[config.mk]
export PLATFORM = sky130hd
export DESIGN_NAME = qnl_div
export DESIGN_NICKNAME = d
export VERILOG_FILES = /design/src/rtl/core/qnl_div.sv
export SDC_FILE = /design/constraint.sdc
export NUM_CORES = 2
export LEC_CHECK = 0
export BUFFER_PORTS_ARGS = -buffer_cell sky130_fd_sc_hd__buf_4
export CORE_MARGIN = 5
export CORE_UTILIZATION = 40
export CTS_CLUSTER_DIAMETER = 200
export CTS_CLUSTER_SIZE = 20
export DETAILED_ROUTE_END_ITERATION = 16
export PLACE_DENSITY_LB_ADDON = 0.2
export SYNTH_ARGS = -nofsm -noshare
export SYNTH_HDL_FRONTEND = slang
export SYNTH_SLANG_ARGS = --single-unit
[constraint.sdc]
create_clock -name clock -period 9.4 [get_ports clock]
set_clock_uncertainty 0.05 [all_clocks]
set_input_delay 1.41 -clock clock [delete_from_list [all_inputs] [get_ports clock]]
set_output_delay 1.41 -clock clock [all_outputs]
set_load 0.03 [all_outputs]
[src/rtl/core/qnl_div.sv]
// qnl_div: pipelined restoring divider, one quotient bit per stage
// generic; needs num < den * 2^QUO_W; carries a sideband word

module qnl_div #(
   parameter int DEN_W  = 17,
   parameter int QUO_W  = 31,
   parameter int SIDE_W = 1
) (
   input  logic                     clock,
   input  logic                     reset,
   input  logic                     en,
   input  logic                     in_valid,
   input  logic [DEN_W+QUO_W-1:0]   num,
   input  logic [DEN_W-1:0]         den,
   input  logic [SIDE_W-1:0]        side_in,
   output logic                     out_valid,
   output logic [QUO_W-1:0]         quo,
   output logic [SIDE_W-1:0]        side_out
);
   localparam int NUM_W = DEN_W + QUO_W;

   logic [QUO_W-1:0]  valid_ff;
   logic [DEN_W-1:0]  rem_ff  [QUO_W];
   logic [QUO_W-1:0]  low_ff  [QUO_W];
   logic [DEN_W-1:0]  den_ff  [QUO_W];
   logic [SIDE_W-1:0] side_ff [QUO_W];

   for (genvar j = 0; j < QUO_W; j++) begin : g_stage
      logic              valid_prev;
      logic [DEN_W-1:0]  rem_prev;
      logic [QUO_W-1:0]  low_prev;
      logic [DEN_W-1:0]  den_prev;
      logic [SIDE_W-1:0] side_prev;
      logic [DEN_W:0]    rem_try;
      logic [DEN_W:0]    rem_sub;
      logic              fits;
      logic [DEN_W-1:0]  rem_in;
      logic [QUO_W-1:0]  low_in;

      if (j == 0) begin : g_first
         assign valid_prev = in_valid;
         assign rem_prev   = num[NUM_W-1:QUO_W];
         assign low_prev   = num[QUO_W-1:0];
         assign den_prev   = den;
         assign side_prev  = side_in;
      end else begin : g_next
         assign valid_prev = valid_ff[j-1];
         assign rem_prev   = rem_ff[j-1];
         assign low_prev   = low_ff[j-1];
         assign den_prev   = den_ff[j-1];
         assign side_prev  = side_ff[j-1];
      end

      assign rem_try = {rem_prev, low_prev[QUO_W-1]};
      assign fits    = (rem_try >= {1'b0, den_prev});
      assign rem_sub = rem_try - {1'b0, den_prev};
      assign rem_in  = fits ? rem_sub[DEN_W-1:0] : rem_try[DEN_W-1:0];
      assign low_in  = {low_prev[QUO_W-2:0], fits};

      always_ff @(posedge clock) begin
         if (reset) begin
            valid_ff[j] <= 1'b0;
         end else if (en) begin
            valid_ff[j] <= valid_prev;
         end
      end

      always_ff @(posedge clock) begin
         if (en) begin
            rem_ff[j]  <= rem_in;
            low_ff[j]  <= low_in;
            den_ff[j]  <= den_prev;
            side_ff[j] <= side_prev;
         end
      end
   end

   assign out_valid = valid_ff[QUO_W-1];
   assign quo       = low_ff[QUO_W-1];
   assign side_out  = side_ff[QUO_W-1];

endmodule

# Yosys cells after proc, flatten, opt, wreduce, memory -nomap -nowiden
# Memories as Yosys holds them, arrays and structs flattened.
# Index checks and enable logic that the tools add are counted.
# Widths: inputs -> output; s select.
[totals]
reg_bits = 31
mem_bits_rw = 2046
input_bits = 70
out_inout_bits = 33
wordCells = 130
memories = 4
[classes]
n_addsub = 31
order_cmp = 31
mux = 33
[mem_list]
columns = ["memory", "words", "word_bits", "read_ports", "rd_ports_with_merged_regs", "wr", "line_no", "text"]
rows = [
  ["low_ff", 31, 31, 31, 0, 31, "24", "logic [QUO_W-1:0] low_ff [QUO_W];"],
  ["den_ff", 31, 17, 30, 0, 31, "25", "logic [DEN_W-1:0] den_ff [QUO_W];"],
  ["rem_ff", 31, 17, 30, 0, 31, "23", "logic [DEN_W-1:0] rem_ff [QUO_W];"],
  ["side_ff", 31, 1, 31, 0, 31, "26", "logic [SIDE_W-1:0] side_ff [QUO_W];"],
]
[op_table]
columns = ["op", "n"]
rows = [
  ["$ge 18x17->1", 31],
  ["$mux 17", 31],
  ["$sub 17x17->17", 31],
  ["$mux 1", 2],
]

# Depth between registers and ports, before layout
[depth]
word_depth = 2
ltp_mapped = 15
mapped_depth_nobuf = 13

# Worst setup path after synthesis
# OpenSTA, ideal clock, no wires.
[synth_path]
kind = "input port to flip-flop"
start = "in num[30]"
end = "mem rem_ff[0][15] (data pin)"
setup_time_ns = 0.262
arrival_time_ns = 3.713
required_ns = 9.088
slack_ns = 5.374
cell_stages = 13
n_path_buf = 1
path_cell_list = "inv_1 -> ha_1 -> inv_1 -> fa_1 -> a21o_1 -> a21oi_2 -> o21ai_0 -> a211oi_2 -> o31a_1 -> o31a_1 -> o21ai_4 -> buf_4 -> mux2_1"
[synth_rtl]
columns = ["element", "line_no", "text"]
rows = [
  ["start: declaration", "13", "input logic [DEN_W+QUO_W-1:0] num,"],
  ["end: declaration", "23", ""],
]

==> results.md <==
- Metal2 WL: ~81000 um
- Drt via density: 5.08
- Clk root buf: clkbuf_16
- Pint: 0.0199 W
- Worst setup EP type: flop
- Period utilisation layout: 0.403
- Avg Inst Size Synth: 13.9 um2
- CTS Hold Bufs: 0
- Clk buf depth: 3
- Drt first-iter violations: 3326
- GRT Overall Usage: 0.137
- Antenna Nets Post-Route: 0
- Cell Pwr Density: 302 nW/um2
- Share of the synthesized area in the top cell type: 0.655
- Post-Route WL: 169000 um
- Synth area leaders: edfxtp_1, ha_1, mux2_2
- Syn Nets: 7260
- Core Footprint: 230000 um2
- Clk pwr share: 0.167
- Pre-Repair DR Iteration Count: 6
- Met1 wire length: slightly below 80000 um
- Max-cap viol count: 0
- GP Congestion: 0.829
- Vias in the first global route: 49.6k
- Resized Gates After CTS: 0
- Number of H-tree levels: 3
- Post-synth EDFFs: 2012
- Grt ovf: 0
- First-pass GRT wire length: 269000 um
- CTS tree: yes
- Status: finished clean
- Hold Crit Class: flop to flop
- Area delta synth->final: 8.15%
- Final min period: 3780 ps
- DR top layer: met4
- Ys async rst share: 0
- IO Count: a little over 100
- Port-buffer cells: 102
- Final Hold Viols: 0
- Switching share of power: 0.339
- Worst Path Max Fanout: 33
- Crit path kind: flop to flop
- Register bit total from synthesis: 2043
- Yosys warning count: 0
- Die Area: 240000 um2
- Worst Setup Start Kind: flop
- Setup ws final: between 5000 and 6000 ps
- Worst-path clk slew: 90 ps
- Largest net degree at the start of global routing: 194
- Max stage delay on crit path: 650 ps
- Gate power share: 0.384
- Crit-path cells: inv_1, ha_1, inv_1, fa_1, a21oi_1, o21ai_0, o41ai_1, nand2_1, o21bai_1, a31o_2, mux2_2
- Max IR drop VDD: 0.191 mV
- Unrepaired setup endpoints after global routing: false
- Dominant cell type by area after synthesis: edfxtp_1
- Final-report setup violation count: 0
- Post-CTS setup buffers: 0
- Setup Total Neg Slack: 0 ps
- Synth Cell Area: a little over 90000 um2
- Routed vias: 50.0k
- TritonCTS buffer count: 112
- Initial core utilization: 0.401
- Final HPWL DP: 118000 um
- Cell mode on critical path: inv_1
- # clock sinks: between 2k and 2.5k
- Leak: 38.1 nW
- Post-synthesis cell count: 6633
- DRC Markers: 0
- Slew margin rel.: 0.187
- Commonest cells post-synth: edfxtp_1, inv_1, ha_1
- Seq/Total Area, Yosys: 0.661
- Initial antenna violation count: 5
- Fmax: 0.264 GHz
- Die span in y: 490 um
- DR WL met3: 6440 um
- Pre-CTS setup slack: 4920 ps
- Routed wire length per instance: 17.2 um
- Primary FF master, synth: edfxtp_1
- Slowest cell on crit path: o41ai_1
- Sequential Power Share: 0.449
- Latest clock arrival within the worst-skew pair: approximately 800 ps
- Cell Rows: around 180
- Crit path arrival time: 4240 ps
- Least-Margin Pin Slew: 1220 ps
- Top-count cell post-synth: edfxtp_1
- Crit path required time: 9860 ps
- Max Slew Vio Count: 0
- Nets: 7405
- DIE WIDTH: 490 um
- Layout cells sized above 1: 0.0801
- Post-synth cell types: between 90 and 100
- Psw: slightly above 0.01 W
final timing paths:
path | end | start | slack [ps] | cells after the start
worst min register to register | low_ff[0][265] | low_ff[0][233] | 350 | 0
worst min-delay path | low_ff[0][265] | low_ff[0][233] | 350 | 0
worst max-delay path | rem_ff[1][18] | low_ff[1][30] | 5620 | 11
worst max register to register | rem_ff[1][18] | low_ff[1][30] | 5620 | 11
per-layer routing:
metal  vias up  global-route usage
met5         -                   0
met4         0              0.0412
met3       236              0.0202
met2       737               0.232
met1     24300               0.184
li1      24800                   -
power by group through the flow:
stage | clock network, W | registers (W) | logic [W]
after floorplan | 0 | 0.0132 | 0.00915
after global routing | 0.00564 | 0.0137 | 0.0131
after CTS | 0.00533 | 0.0136 | 0.0116
final | 0.00503 | 0.0135 | 0.0116
after detailed placement | 0 | 0.0138 | 0.0115
after global placement | 0 | 0.0138 | 0.0113
critical path: cells and delay by family, from the launching register on:
family          cells  cell delay [ps]
compound gates      5             1810
fa+ha+maj           2              540
mux                 1              410
flops               1              360
simple gates        1              210
buf+inv             2              140
cells in the final DEF (no fill, tap or decap), types with 19 or more instances in the layout:
master,synthesis,layout
mux2i_1,57,57
buf_4,8,124
o31ai_1,41,41
nand3_1,60,60
o21bai_1,70,69
clkbuf_1,64,22
a31oi_1,54,54
edfxtp_1,2012,2012
and3_1,43,43
nand4_1,50,50
dfxtp_1,31,31
o21ai_0,379,378
a2111oi_0,21,21
nor3_1,79,79
ha_1,527,527
o31a_1,30,30
xor2_1,155,155
a21boi_0,19,19
fa_1,30,30
o21a_1,66,66
a211oi_1,49,49
a21o_1,178,178
clkbuf_16,0,114
nor4_1,19,19
nor2_1,296,296
nor2b_1,44,44
inv_1,674,674
xnor2_1,231,231
mux2_2,231,231
a21oi_1,345,344
nand2b_1,56,56
nand2_1,419,419
or2_2,20,20
and2_1,20,20
cell type report:
class | instances | area, um2
Fill cell | 20700 | 130000
Sequential cell | 2043 | 61000
Multi-Input combinational cell | 3813 | 28300
Tap cell | 3026 | 3790
Clock buffer | 136 | 2940
Inverter | 674 | 2530
Timing Repair Buffer | 134 | 1140
Clock inverter | 7 | 101
Antenna cell | 4 | 10.0
cells by family (layout without fill, tap and decap cells):
family | Yosys count | count (layout) | synth area share
flops | 2043 | 2043 | 0.661
compound gates | 1417 | 1417 | 0.0983
simple gates | 1164 | 1164 | 0.0586
buf+inv | 777 | 951 | 0.0326
fa+ha+maj | 557 | 557 | 0.0780
xor+xnor | 386 | 386 | 0.0366
mux | 289 | 289 | 0.0345
other cells | 0 | 4 | 0
through the flow:
stage | hold WS (ps) | area [um2] | util | total power (W) | cells
floorplan | 350 | 92300 | - | 0.0224 | 6633
global placement | 350 | 96800 | 0.421 | 0.0251 | 9690
detailed placement | 355 | 96800 | 0.421 | 0.0253 | 9690
CTS | 345 | 99800 | 0.434 | 0.0305 | 9833
global route | 353 | 99800 | 0.434 | 0.0324 | 9835
finish | 349 | 99800 | 0.434 | 0.0302 | 9837
sequential cells by signal (all words and copies together), names as in the netlist:
register            flops
rem_ff                510
low_ff                961
g_stage.valid_prev     30
side_ff                31
den_ff                510
out_valid               1
Note: power is estimated with default switching activity, not from simulation.
