===== config.mk =====
export PLATFORM = sky130hd
export DESIGN_NAME = qnl_isqrt
export DESIGN_NICKNAME = d
export VERILOG_FILES = /design/src/rtl/core/qnl_isqrt.sv
export SDC_FILE = /design/constraint.sdc
export NUM_CORES = 1
export LEC_CHECK = 0
export ABC_CLOCK_PERIOD_IN_PS = 3900
export BUFFER_PORTS_ARGS = -buffer_cell sky130_fd_sc_hd__buf_2
export CAP_MARGIN = 20
export CORE_AREA = 2 2 241 243
export CTS_BUF_LIST = sky130_fd_sc_hd__clkbuf_2 sky130_fd_sc_hd__clkbuf_4 sky130_fd_sc_hd__clkbuf_8
export DETAILED_ROUTE_END_ITERATION = 10
export DIE_AREA = 0 0 243 245
export PLACE_DENSITY = 0.73
export SKIP_LAST_GASP = 1
export SLEW_MARGIN = 25
export SYNTH_ARGS = -nofsm -noshare
export SYNTH_HDL_FRONTEND = slang
export SYNTH_SLANG_ARGS = --single-unit
export TNS_END_PERCENT = 5

===== constraint.sdc =====
create_clock -name clock -period 3.9 [get_ports clock]
set_input_delay 0.585 -clock clock [delete_from_list [all_inputs] [get_ports clock]]
set_output_delay 0.585 -clock clock [all_outputs]
set_load 0.02 [all_outputs]

===== src/rtl/core/qnl_isqrt.sv =====
// qnl_isqrt: pipelined integer square root, one root bit per stage
// generic; carries a sideband word alongside each operand

module qnl_isqrt #(
   parameter int ROOT_W = 17,
   parameter int SIDE_W = 1
) (
   input  logic                  clock,
   input  logic                  reset,
   input  logic                  en,
   input  logic                  in_valid,
   input  logic [2*ROOT_W-1:0]   radicand,
   input  logic [SIDE_W-1:0]     side_in,
   output logic                  out_valid,
   output logic [ROOT_W-1:0]     root,
   output logic [SIDE_W-1:0]     side_out
);
   localparam int REM_W = ROOT_W + 2;
   localparam int RAD_W = 2 * ROOT_W;

   logic [ROOT_W-1:0] valid_ff;
   logic [REM_W-1:0]  rem_ff  [ROOT_W];
   logic [ROOT_W-1:0] root_ff [ROOT_W];
   logic [RAD_W-1:0]  rad_ff  [ROOT_W];
   logic [SIDE_W-1:0] side_ff [ROOT_W];

   for (genvar j = 0; j < ROOT_W; j++) begin : g_stage
      logic              valid_prev;
      logic [REM_W-1:0]  rem_prev;
      logic [ROOT_W-1:0] root_prev;
      logic [RAD_W-1:0]  rad_prev;
      logic [SIDE_W-1:0] side_prev;
      logic [REM_W-1:0]  rem_try;
      logic [REM_W-1:0]  trial;
      logic              fits;
      logic [REM_W-1:0]  rem_in;
      logic [ROOT_W-1:0] root_in;
      logic [RAD_W-1:0]  rad_in;

      if (j == 0) begin : g_first
         assign valid_prev = in_valid;
         assign rem_prev   = '0;
         assign root_prev  = '0;
         assign rad_prev   = radicand;
         assign side_prev  = side_in;
      end else begin : g_next
         assign valid_prev = valid_ff[j-1];
         assign rem_prev   = rem_ff[j-1];
         assign root_prev  = root_ff[j-1];
         assign rad_prev   = rad_ff[j-1];
         assign side_prev  = side_ff[j-1];
      end

      assign rem_try = {rem_prev[REM_W-3:0], rad_prev[RAD_W-1 -: 2]};
      assign trial   = {root_prev, 2'b01};
      assign fits    = (rem_try >= trial);
      assign rem_in  = fits ? (rem_try - trial) : rem_try;
      assign root_in = {root_prev[ROOT_W-2:0], fits};
      assign rad_in  = {rad_prev[RAD_W-3:0], 2'b00};

      always_ff @(posedge clock) begin
         if (reset) begin
            valid_ff[j] <= 1'b0;
         end else if (en) begin
            valid_ff[j] <= valid_prev;
         end
      end

      always_ff @(posedge clock) begin
         if (en) begin
            rem_ff[j]  <= rem_in;
            root_ff[j] <= root_in;
            rad_ff[j]  <= rad_in;
            side_ff[j] <= side_prev;
         end
      end
   end

   assign out_valid = valid_ff[ROOT_W-1];
   assign root      = root_ff[ROOT_W-1];
   assign side_out  = side_ff[ROOT_W-1];

endmodule


## After elaboration in Yosys (flattened, before gate mapping)

Memory sizes are Yosys's and may differ from the RTL's.
Index checks and enable logic that the tools add are counted.

| cells by class | value |
|---|---|
| add/sub/neg operators | 17 |
| magnitude comparators | 17 |
| muxes and demuxes | 19 |

Operator list:

| cell | count |
|---|---|
| $mux 19 | 17 |
| $ge 19x19->1 | 16 |
| $sub 19x19->19 | 16 |
| $sub 2x1->3 const B | 1 |
| $ge 2x1->1 const B | 1 |
| $mux 1 | 2 |

| storage, ports and cells | value |
|---|---|
| memories | 4 |
| input bits | 39 |
| logic and storage cells | 74 |
| memory bits (writable) | 1173 |
| register bits after elaboration | 17 |

Memories:

| name | words | bits a word | rd ports | clocked after Yosys merged registers in | wr ports | RTL line | RTL |
|---|---|---|---|---|---|---|---|
| rad_ff | 17 | 32 | 16 | 0 | 17 | 24 | `logic [RAD_W-1:0] rad_ff [ROOT_W];` |
| rem_ff | 17 | 19 | 16 | 0 | 17 | 22 | `logic [REM_W-1:0] rem_ff [ROOT_W];` |
| root_ff | 17 | 17 | 17 | 0 | 17 | 23 | `logic [ROOT_W-1:0] root_ff [ROOT_W];` |
| side_ff | 17 | 1 | 17 | 0 | 17 | 25 | `logic [SIDE_W-1:0] side_ff [ROOT_W];` |

## Logic depth before layout (Yosys ltp)

Gate-level depths: netlist of the first run.
An unclocked memory read counts as a cell.

| logic depth | value |
|---|---|
| word-level depth | 3 |
| mapped depth | 12 |
| depth with buffers taken out | 9 |

## Least setup slack after synthesis of the first run

No wires, ideal clock.

| timing path | value |
|---|---|
| path kind | register to register |
| start | memory rem_ff[0][209] (netlist bit) |
| end | memory rem_ff[0][235] (netlist bit) (data pin) |
| data arrival time | 2572 ps |
| clock period less this slack | 2832 ps |
| required time | 3640 ps |
| setup slack | 1068 ps |
| cell stages (with the launch flop) | 10 |
| library setup time | 260 ps |
| cell sequence | edfxtp_1 ha_1 o21a_1 nor4_1 o21ai_0 a21oi_1 o21ai_0 a21oi_2 buf_4 mux2_2 |

RTL lines:

| item | RTL line |
|---|---|
| from (decl) | 22 |

==> flow_summary.json, run 1 <==
{
  "dp_hpwl_mm": 38.07,
  "io-pin-count": 58,
  "area_delta_synth_final_pct": 12.00,
  "viasPerCell": 5.422,
  "path_buf_inv": 0,
  "syn-num-nets": 2614,
  "ys.flop_type": "edfxtp_1",
  "htree_levels": 3,
  "drc": 0,
  "num_vias": 18690,
  "drv_cap": 0,
  "synth_seq_cells": 713,
  "yosys_warnings": 0,
  "ir_drop_mv": 0.4207,
  "path_cells": "ha_1 > o21a_1 > o21ai_0 > a21boi_0 > nor4b_1 > nand2b_1 > nor3b_1 > xor2_1",
  "io_buffers": 57,
  "start_util_pct": 56.52,
  "rows": 88,
  "setup_violations": 0,
  "cts_tree": "done",
  "worst_pin_slew_ns": 0.8088,
  "hold_viol_final": 0,
  "antenna_found_initial": 1,
  "grt_max_degree": 91,
  "arrival_ns": 3.69,
  "root_buffer": "clkbuf_8",
  "p_leak_nw": 14.09,
  "synth_edf_count": 696,
  "rsz0062_at_grt": "no",
  "clk_pin_slew_ns": 0.07,
  "crit_family": "simple AND/OR/NAND/NOR gates",
  "synth_area_leader_cell": "edfxtp_1",
  "cts.path.max_buffers": 3,
  "final_max_slew_viol_count": 0,
  "grt_pass1_wl_mm": 90.92,
  "tns_ns": 0,
  "drive_above_1_share_pct": 11.71,
  "slowest_stage": "nor4b_1",
  "cellPowerDensity_nw_per_um2": 534.5,
  "antenna_left": 0,
  "cts-resized-gates": 0,
  "async_flop_share_pct": 0,
  "placed_area_um2": 33560,
  "first_pass_iters": 5,
  "netlist_top_cells_area": "edfxtp_1, ha_1, inv_1, xor2_1, xnor2_1",
  "yosysTopAreaCellShare_pct": 64.83,
  "nFillCells": 4326,
  "first_iter_violations": 1289,
  "power_mw": 19.30,
  "gp_congestion": 0.9552,
  "fmaxAchievable_mhz": 308.0,
  "wl_per_cell_um": 15.99,
  "finalCritPeriodShare_pct": 83.25,
  "crit_type": "flip-flop to flip-flop",
  "hold_class": "primary input to flip-flop",
  "die_x_um": 243,
  "die_area_um2": 59540,
  "synth_area_um2": 32240,
  "post_cts_buffers": 0,
  "nNetsFinal": 2802,
  "postSynthAreaPerCell_um2": 13.40,
  "required_ns": 4.34,
  "synth_most_common_cell": "edfxtp_1",
  "critPathCaptureType": "flip-flop",
  "final_design_area_no_fill_um2": 36110,
  "period_needed_ns": 3.247,
  "ctsHoldBuffers": 33,
  "core_um2": 57030,
  "crit_fanout": 17,
  "status": "completed",
  "clock-sinks": 713,
  "routed_wl_mm": 55.14,
  "cts_made_buffers": 113,
  "grt-ovfl-total": 0,
  "relSlewSlack_pct": 46.08,
  "cp_slowest_stage_delay_ns": 0.64,
  "ys_seq_area_share_pct": 65.89,
  "start_kind": "flip-flop",
  "syn_inst": 2405,
  "yosys.cell_types.count": 71,
  "netlist_top_cells_count": "edfxtp_1, inv_1, ha_1",
  "clock_skew_ns": 0.04016,
  "grt_usage_pct": 18.76,
  "die_y_um": 245,
  "worstSkewPairLatency_ns": 0.73,
  "grt_pass1_vias": 18760
}
==> area by class of cell <==
| class | instances | area, um2 | share of cell area [%] |
|---|---|---|---|
| sequential | 713 | 21240 | 58.83 |
| multi-input combinational | 1442 | 10040 | 27.80 |
| clock buffer | 148 | 1856 | 5.139 |
| tap | 765 | 957.2 | 2.651 |
| timing repair buffer | 109 | 855.8 | 2.370 |
| inverter | 214 | 803.3 | 2.225 |
| clock inverter | 56 | 354.1 | 0.9807 |
| antenna | 1 | 2.502 | 0.006930 |
==> worst paths after layout <==
check	endpoint	start	slack [ns]	cells past startpoint
worst max-delay path	rem_ff[0][123]$_DFFE_PP_	rem_ff[0][95]$_DFFE_PP_	0.65	8
worst min-delay path	g_stage[1].valid_prev$_SDFFE_PP0P_	in_valid	0.12	3
worst max register to register	rem_ff[0][123]$_DFFE_PP_	rem_ff[0][95]$_DFFE_PP_	0.65	8
worst min register to register	rad_ff[0][208]$_DFFE_PP_	rad_ff[0][174]$_DFFE_PP_	0.41	0
==> logic make-up after synthesis <==
group,share of synthesized area [%]
AO/OA/AOI/OAI,8.302
other,0.01163
flip-flops,65.89
adder cells (fa/ha/maj),6.598
XOR/XNOR,4.751
AND/OR/NAND/NOR,8.911
multiplexers,2.554
buffers and inverters,2.985
==> state kept, by name, indices dropped and copies added (netlist names) <==
name / cells
g_stage.valid_prev: 16
out_valid: 1
rad_ff: 272
rem_ff: 254
root_ff: 153
side_ff: 17
==> per-layer routing <==
layer,track usage [%],part of all wire (%),up-vias
li1,-,-,9285
met3,4.363,5.1,123
met1,24.45,44,8877
met5,0,0,-
met2,31.25,49,409
met4,6.189,2.5,0
==> report_power, final <==
part,internal (mW),switching (mW)
registers,9.49,0.458
clock network,3.21,2.88
logic,1.46,1.81
==> layout by cell type (no fill, tap or decap), drive strengths merged, types with 6 or more instances in the layout <==
master	count
edfxtp	696
inv	220
ha	170
nor2	167
clkbuf	148
a21oi	146
nand2	128
o21ai	125
xor2	87
xnor2	87
buf	76
nor3	56
clkinv	48
mux2	47
nand3	40
a21o	40
o21a	35
dlygate4sd3	33
nand2b	30
nor2b	29
mux2i	29
or3	29
nor4	27
dfxtp	17
nand4	15
or4	13
a31oi	10
o31ai	10
a211oi	10
or2	9
and2	9
a2111oi	7
o211ai	7
and3	6
nor3b	6
==> worst min-delay path, cell delays in order <==
cell and delay [ns]:
buf_2 0.08, mux2i_1 0.06, nor2_1 0.08
==> per-stage QoR <==
stage | setup WS [ns] | hold WS (ns) | cells | util (%)
6_report | 0.6534 | 0.1181 | 3448 | 63.31
3_3_place_gp | 0.8034 | 0.4007 | 3210 | 58.85
5_1_grt | 0.3112 | 0.08715 | 3448 | 63.31
4_1_cts | 0.6197 | 0.04125 | 3447 | 63.30
3_5_place_dp | 0.6267 | 0.4045 | 3210 | 58.85
2_1_floorplan | 1.068 | 0.4003 | 2405 | -
Note: power is estimated with default switching activity, not from simulation.
==> inputs of run 2 (changes only) <==
--- a/config.mk
+++ b/config.mk
@@ -5,7 +5,7 @@
 export SDC_FILE = /design/constraint.sdc
 export NUM_CORES = 1
 export LEC_CHECK = 0
-export ABC_CLOCK_PERIOD_IN_PS = 3900
+export ABC_CLOCK_PERIOD_IN_PS = 3300
 export BUFFER_PORTS_ARGS = -buffer_cell sky130_fd_sc_hd__buf_2
 export CAP_MARGIN = 20
 export CORE_AREA = 2 2 241 243
==> constraint.sdc (replaced) <==
create_clock -name clock -period 3.3 [get_ports clock]
set_input_delay 0.495 -clock clock [delete_from_list [all_inputs] [get_ports clock]]
set_output_delay 0.495 -clock clock [all_outputs]
set_load 0.02 [all_outputs]
==> run 2 against run 1 <==
Net effect:
- via count increased by 0.80%
- design area increased by 0.51%
- core utilization is 0.32 points higher
- sequential cell count is the same
- non-clock buffer count increased by 16
- global-route usage shrank 0.050 points
- register-to-register slack lost 0.39 ns
- die area stayed put
- combinational power is 19% higher
- power rose by 19%
- sequential power grew 19%
- critical endpoint is now rem_ff[0][268]$_DFFE_PP_
==> flow_summary.json, run 2 (synthesized netlist as in run 1, its figures left out) <==
{
  "status": "completed",
  "dr.max_layer_used": "met4",
  "clock_skew_ns": 0.04683,
  "cts_tree": "done",
  "num_vias": 18840,
  "p_int_mw": 16.88,
  "start_util_pct": 56.52,
  "grt_max_degree": 103,
  "setup_violations": 0,
  "clock-sinks": 713,
  "finalCritPeriodShare_pct": 91.88,
  "period_needed_ns": 3.032,
  "wl_met3_mm": 2.543,
  "worstSkewPairLatency_ns": 0.71,
  "reg2reg_depth": 8,
  "antenna_left": 0,
  "ir_drop_mv": 0.5071,
  "startpoint": "rem_ff[0][251]$_DFFE_PP_",
  "p_comb_share_pct": 16.9,
  "core_um2": 57030,
  "rrSetupSlack_ns": 0.27,
  "routed_wl_mm": 55.21,
  "post_cts_buffers": 0,
  "required_ns": 3.76,
  "root_buffer": "clkbuf_8",
  "nNetsFinal": 2817,
  "dp_hpwl_mm": 38.36,
  "r2r-end": "rem_ff[0][268]$_DFFE_PP_",
  "worst_pin_slew_ns": 0.7688,
  "final_common_cell": "edfxtp_1",
  "r2r_start": "rem_ff[0][251]$_DFFE_PP_",
  "viasPerCell": 5.437,
  "die_area_um2": 59540,
  "cts.path.max_buffers": 3,
  "grt_pass1_wl_mm": 91.11,
  "die_x_um": 243,
  "pwr-share-clk_pct": 31.7,
  "hold_viol_final": 0,
  "clk_pin_slew_ns": 0.07,
  "crit_type": "flip-flop to flip-flop",
  "htree_levels": 3,
  "power.switching_mw": 6.033,
  "arrival_ns": 3.49,
  "rsz0062_at_grt": "no",
  "grt-ovfl-total": 0,
  "first_pass_iters": 6,
  "antenna_found_initial": 1,
  "grt_pass1_vias": 18760,
  "reg.largest.list": "rad_ff: 272 flops, rem_ff: 254 flops, root_ff: 153 flops",
  "io-pin-count": 58,
  "met1_length_mm": 24.04,
  "io_buffers": 57,
  "drive_above_1_share_pct": 12.88,
  "seq_power_share_pct": 51.3,
  "fin_util_pct": 63.63,
  "tns_ns": 0,
  "regMostFlops": "rad_ff",
  "rows": 88,
  "cellPowerDensity_nw_per_um2": 631.4,
  "drv_cap": 0,
  "grt_usage_pct": 18.71,
  "critPathCaptureType": "flip-flop",
  "hold_class": "primary input to flip-flop",
  "wl_met2_mm": 27.38,
  "start_kind": "flip-flop",
  "first_iter_violations": 1348,
  "fmaxAchievable_mhz": 329.8,
  "p_leak_nw": 14.22,
  "largest_register_ffs": 272,
  "switching_share_pct": 26.33,
  "wl_per_cell_um": 15.93,
  "worstSetupEndpoint": "rem_ff[0][268]$_DFFE_PP_",
  "area_delta_synth_final_pct": 12.58,
  "drc": 0,
  "antenna_cells": 0,
  "crit_fanout": 16,
  "relSlewSlack_pct": 47.42,
  "whs_ns": 0.08883,
  "die_y_um": 245,
  "final_max_slew_viol_count": 0,
  "cts_made_buffers": 112,
  "gp_congestion": 0.9080,
  "layout_common_cells": "edfxtp_1, inv_1, ha_1, nor2_1, a21oi_1"
}
run 2: cell type report:
class	count	area [um2]
Multi-Input combinational cell	1442	10040
Inverter	214	803.3
Clock inverter	44	292.8
Tap cell	765	957.2
Timing Repair Buffer	125	1003
Fill cell	4176	20740
Sequential cell	713	21240
Clock buffer	163	1949
run 2: routing by layer:
layer / vias to the layer above / GRT usage (%)
met5: - / 0
met4: 0 / 6.767
met3: 109 / 3.368
met2: 419 / 31.82
met1: 9021 / 24.23
li1: 9294 / -
run 2: stage by stage:
stage	total power, mW	worst slack [ns]	std cells	area (um2)
final	22.92	0.2679	3466	36290
after CTS	23.14	0.1993	3466	36280
after global placement	15.59	0.3682	3225	33700
after floorplan	14.59	0.4678	2405	32240
after global routing	24.13	0.01683	3466	36290
after detailed placement	15.75	0.2667	3225	33700
run 2: how the worst min path moves through the flow:
stage,from,end,slack [ns],cells past startpoint
6_report,radicand[33],root_ff[0][0]$_DFFE_PP_,0.09,2
5_1_grt,radicand[33],root_ff[0][0]$_DFFE_PP_,0.04,2
4_1_cts,radicand[32],rem_ff[0][0]$_DFFE_PP_,0.006,2
3_5_place_dp,rad_ff[0][77]$_DFFE_PP_,rad_ff[0][111]$_DFFE_PP_,0.40,0
3_3_place_gp,rad_ff[0][142]$_DFFE_PP_,rad_ff[0][176]$_DFFE_PP_,0.40,0
2_1_floorplan,rad_ff[0][68]$_DFFE_PP_,rad_ff[0][102]$_DFFE_PP_,0.40,0
run 2: repair_timing:
action | in CTS | in global routing
endpoints found under the hold margin | 34 | 0
gates resized for setup | 0 | 1
setup endpoints to repair | 0 | 3
hold buffers | 34 | 0
run 2: worst max-delay path: stages, from the launching register on:
cell      delay, ns
edfxtp_1       0.40
ha_1           0.40
o21ai_0        0.12
a21oi_1        0.31
o41ai_1        0.15
or3b_2         0.52
a21oi_2        0.46
buf_4          0.31
a21oi_1        0.10
run 2: power groups by stage:
stage          combinational [mW]  clock [mW]  sequential, mW
4_1_cts                      3.86        7.51            11.8
3_3_place_gp                 3.67           0            11.9
3_5_place_dp                 3.80           0            11.9
5_1_grt                      4.36        7.91            11.9
2_1_floorplan                2.85           0            11.7
6_report                     3.88        7.27            11.8
==> inputs of run 3 (changes only) <==
--- a/config.mk
+++ b/config.mk
@@ -6,12 +6,13 @@
 export NUM_CORES = 1
 export LEC_CHECK = 0
 export ABC_CLOCK_PERIOD_IN_PS = 3300
-export BUFFER_PORTS_ARGS = -buffer_cell sky130_fd_sc_hd__buf_2
+export BUFFER_PORTS_ARGS = -buffer_cell sky130_fd_sc_hd__clkbuf_2
 export CAP_MARGIN = 20
 export CORE_AREA = 2 2 241 243
 export CTS_BUF_LIST = sky130_fd_sc_hd__clkbuf_2 sky130_fd_sc_hd__clkbuf_4 sky130_fd_sc_hd__clkbuf_8
 export DETAILED_ROUTE_END_ITERATION = 10
 export DIE_AREA = 0 0 243 245
+export GPL_ROUTABILITY_DRIVEN = 0
 export PLACE_DENSITY = 0.73
 export SKIP_LAST_GASP = 1
 export SLEW_MARGIN = 25
==> run 3 against run 2 <==
Net effect:
- power down 0.93%
- design area down 0.50%
- final cell count down 0.32%
- non-clock buffer count down 7
- hold slack worse by 0.010 ns
- clock power down 2%
- critical path type unchanged
- sequential cell count unchanged
- largest power group unchanged
- worst setup slack worse by 0.080 ns
- wire length down 2.1%
==> flow_summary.json, run 3 (synthesized netlist as in run 1, its figures left out) <==
{
  "worst_pin_slew_ns": 0.8273,
  "status": "completed",
  "nFillCells": 4229,
  "first_pass_iters": 5,
  "slowest_stage": "edfxtp_1",
  "power.switching_mw": 6.022,
  "clock-sinks": 713,
  "crit_fanout": 23,
  "multi_input_area_um2": 10040,
  "clock_skew_ns": 0.02655,
  "reg.largest.list": "rad_ff: 272 flops, rem_ff: 254 flops, root_ff: 153 flops",
  "drc": 0,
  "worstSkewPairLatency_ns": 0.72,
  "dp_cells": 3218,
  "hold_viol_final": 0,
  "cellPowerDensity_nw_per_um2": 628.7,
  "p_comb_share_pct": 16.9,
  "path_cells": "ha_1 > or3_1 > o22ai_1 > o31ai_1 > o311a_1 > nor3b_2 > buf_12 > a211oi_1 > a21o_1",
  "core_um2": 57030,
  "routed_wl_mm": 54.05,
  "io-pin-count": 58,
  "die_area_um2": 59540,
  "seq_power_share_pct": 51.8,
  "switching_share_pct": 26.52,
  "first_iter_violations": 1207,
  "cts.path.max_buffers": 3,
  "drive_above_1_share_pct": 12.09,
  "path_buf_inv": 1,
  "viasPerCell": 5.465,
  "p_int_mw": 16.68,
  "htree_levels": 3,
  "cts_made_buffers": 111,
  "drv_cap": 0,
  "nNetsFinal": 2809,
  "antenna_found_initial": 1,
  "pwr-share-clk_pct": 31.2,
  "finalCritPeriodShare_pct": 94.31,
  "post_cts_buffers": 0,
  "relSlewSlack_pct": 44.84,
  "grt_pass1_wl_mm": 89.49,
  "io_buffers": 57,
  "ir_drop_mv": 0.4849,
  "final_max_slew_viol_count": 0,
  "start_util_pct": 56.52,
  "layout_common_cells": "edfxtp_1, inv_1, ha_1, nor2_1, a21oi_1",
  "setup_violations": 0,
  "grt_pass1_vias": 18940,
  "final_common_cell": "edfxtp_1",
  "period_needed_ns": 3.112,
  "stdcell_count": 3455,
  "setup_ws_ns": 0.1878,
  "die_x_um": 243,
  "required_ns": 3.76,
  "arrival_ns": 3.57,
  "pre_cts_ws_ns": 0.2162,
  "regMostFlops": "rad_ff",
  "cp_slowest_stage_delay_ns": 0.41,
  "largest_register_ffs": 272,
  "rows": 88,
  "wl_per_cell_um": 15.64,
  "area_delta_synth_final_pct": 12.02,
  "p_leak_nw": 14.13,
  "fmaxAchievable_mhz": 321.3,
  "rsz0062_at_grt": "yes",
  "crit_family": "compound AO/OA/AOI/OAI gates",
  "grt_max_degree": 140,
  "cts_tree": "done",
  "die_y_um": 245,
  "regArea_um2": 21240,
  "dp_hpwl_mm": 37.16,
  "hold_class": "primary input to flip-flop",
  "critPathCaptureType": "flip-flop",
  "clk_pin_slew_ns": 0.07,
  "grt-ovfl-total": 0,
  "crit_type": "flip-flop to flip-flop",
  "grt_usage_pct": 18.23,
  "antenna_left": 0,
  "start_kind": "flip-flop",
  "root_buffer": "clkbuf_8",
  "power_mw": 22.70,
  "tns_ns": 0,
  "num_vias": 18880
}
## run 3: final timing paths
path | slack [ns] | end | start | depth (start not counted)
max | 0.19 | rem_ff[0][213]$_DFFE_PP_ | rem_ff[0][192]$_DFFE_PP_ | 9
min | 0.08 | root_ff[0][0]$_DFFE_PP_ | radicand[33] | 2
max reg2reg | 0.19 | rem_ff[0][213]$_DFFE_PP_ | rem_ff[0][192]$_DFFE_PP_ | 9
min reg2reg | 0.41 | rad_ff[0][280]$_DFFE_PP_ | rad_ff[0][246]$_DFFE_PP_ | 0
## run 3: power groups by stage
stage          combinational [mW]  clock, mW  sequential, mW
3_5_place_dp                 3.75          0            12.0
5_1_grt                      4.31       7.70            11.9
3_3_place_gp                 3.58          0            11.9
4_1_cts                      3.81       7.31            11.8
2_1_floorplan                2.85          0            11.7
6_report                     3.85       7.09            11.8
## run 3: cell type report
type,instances,area share [%]
Tap cell,765,2.651
Clock inverter,64,1.157
Inverter,214,2.224
Timing Repair Buffer,118,2.529
Clock buffer,138,4.809
Antenna cell,1,0.006930
Multi-Input combinational cell,1442,27.80
Sequential cell,713,58.82
## run 3: repair_timing
item	CTS	global route
hold endpoints to repair	34	0
setup endpoints to repair	0	11
resized for setup	0	1
hold buffers	34	0
## run 3: stage by stage
step	hold WS [ns]	util, %	cell area, um2
5_1_grt	0.04667	63.31	36110
6_report	0.07887	63.31	36110
4_1_cts	0.01534	63.31	36110
2_1_floorplan	0.4003	-	32240
3_3_place_gp	0.4002	58.93	33610
3_5_place_dp	0.4045	58.93	33610
## run 3: layer usage
metal | track usage [%] | share of wire, %
met4 | 7.723 | 3.0
met5 | 0 | 0
met1 | 22.79 | 43
met2 | 31.12 | 50
met3 | 3.619 | 4.6
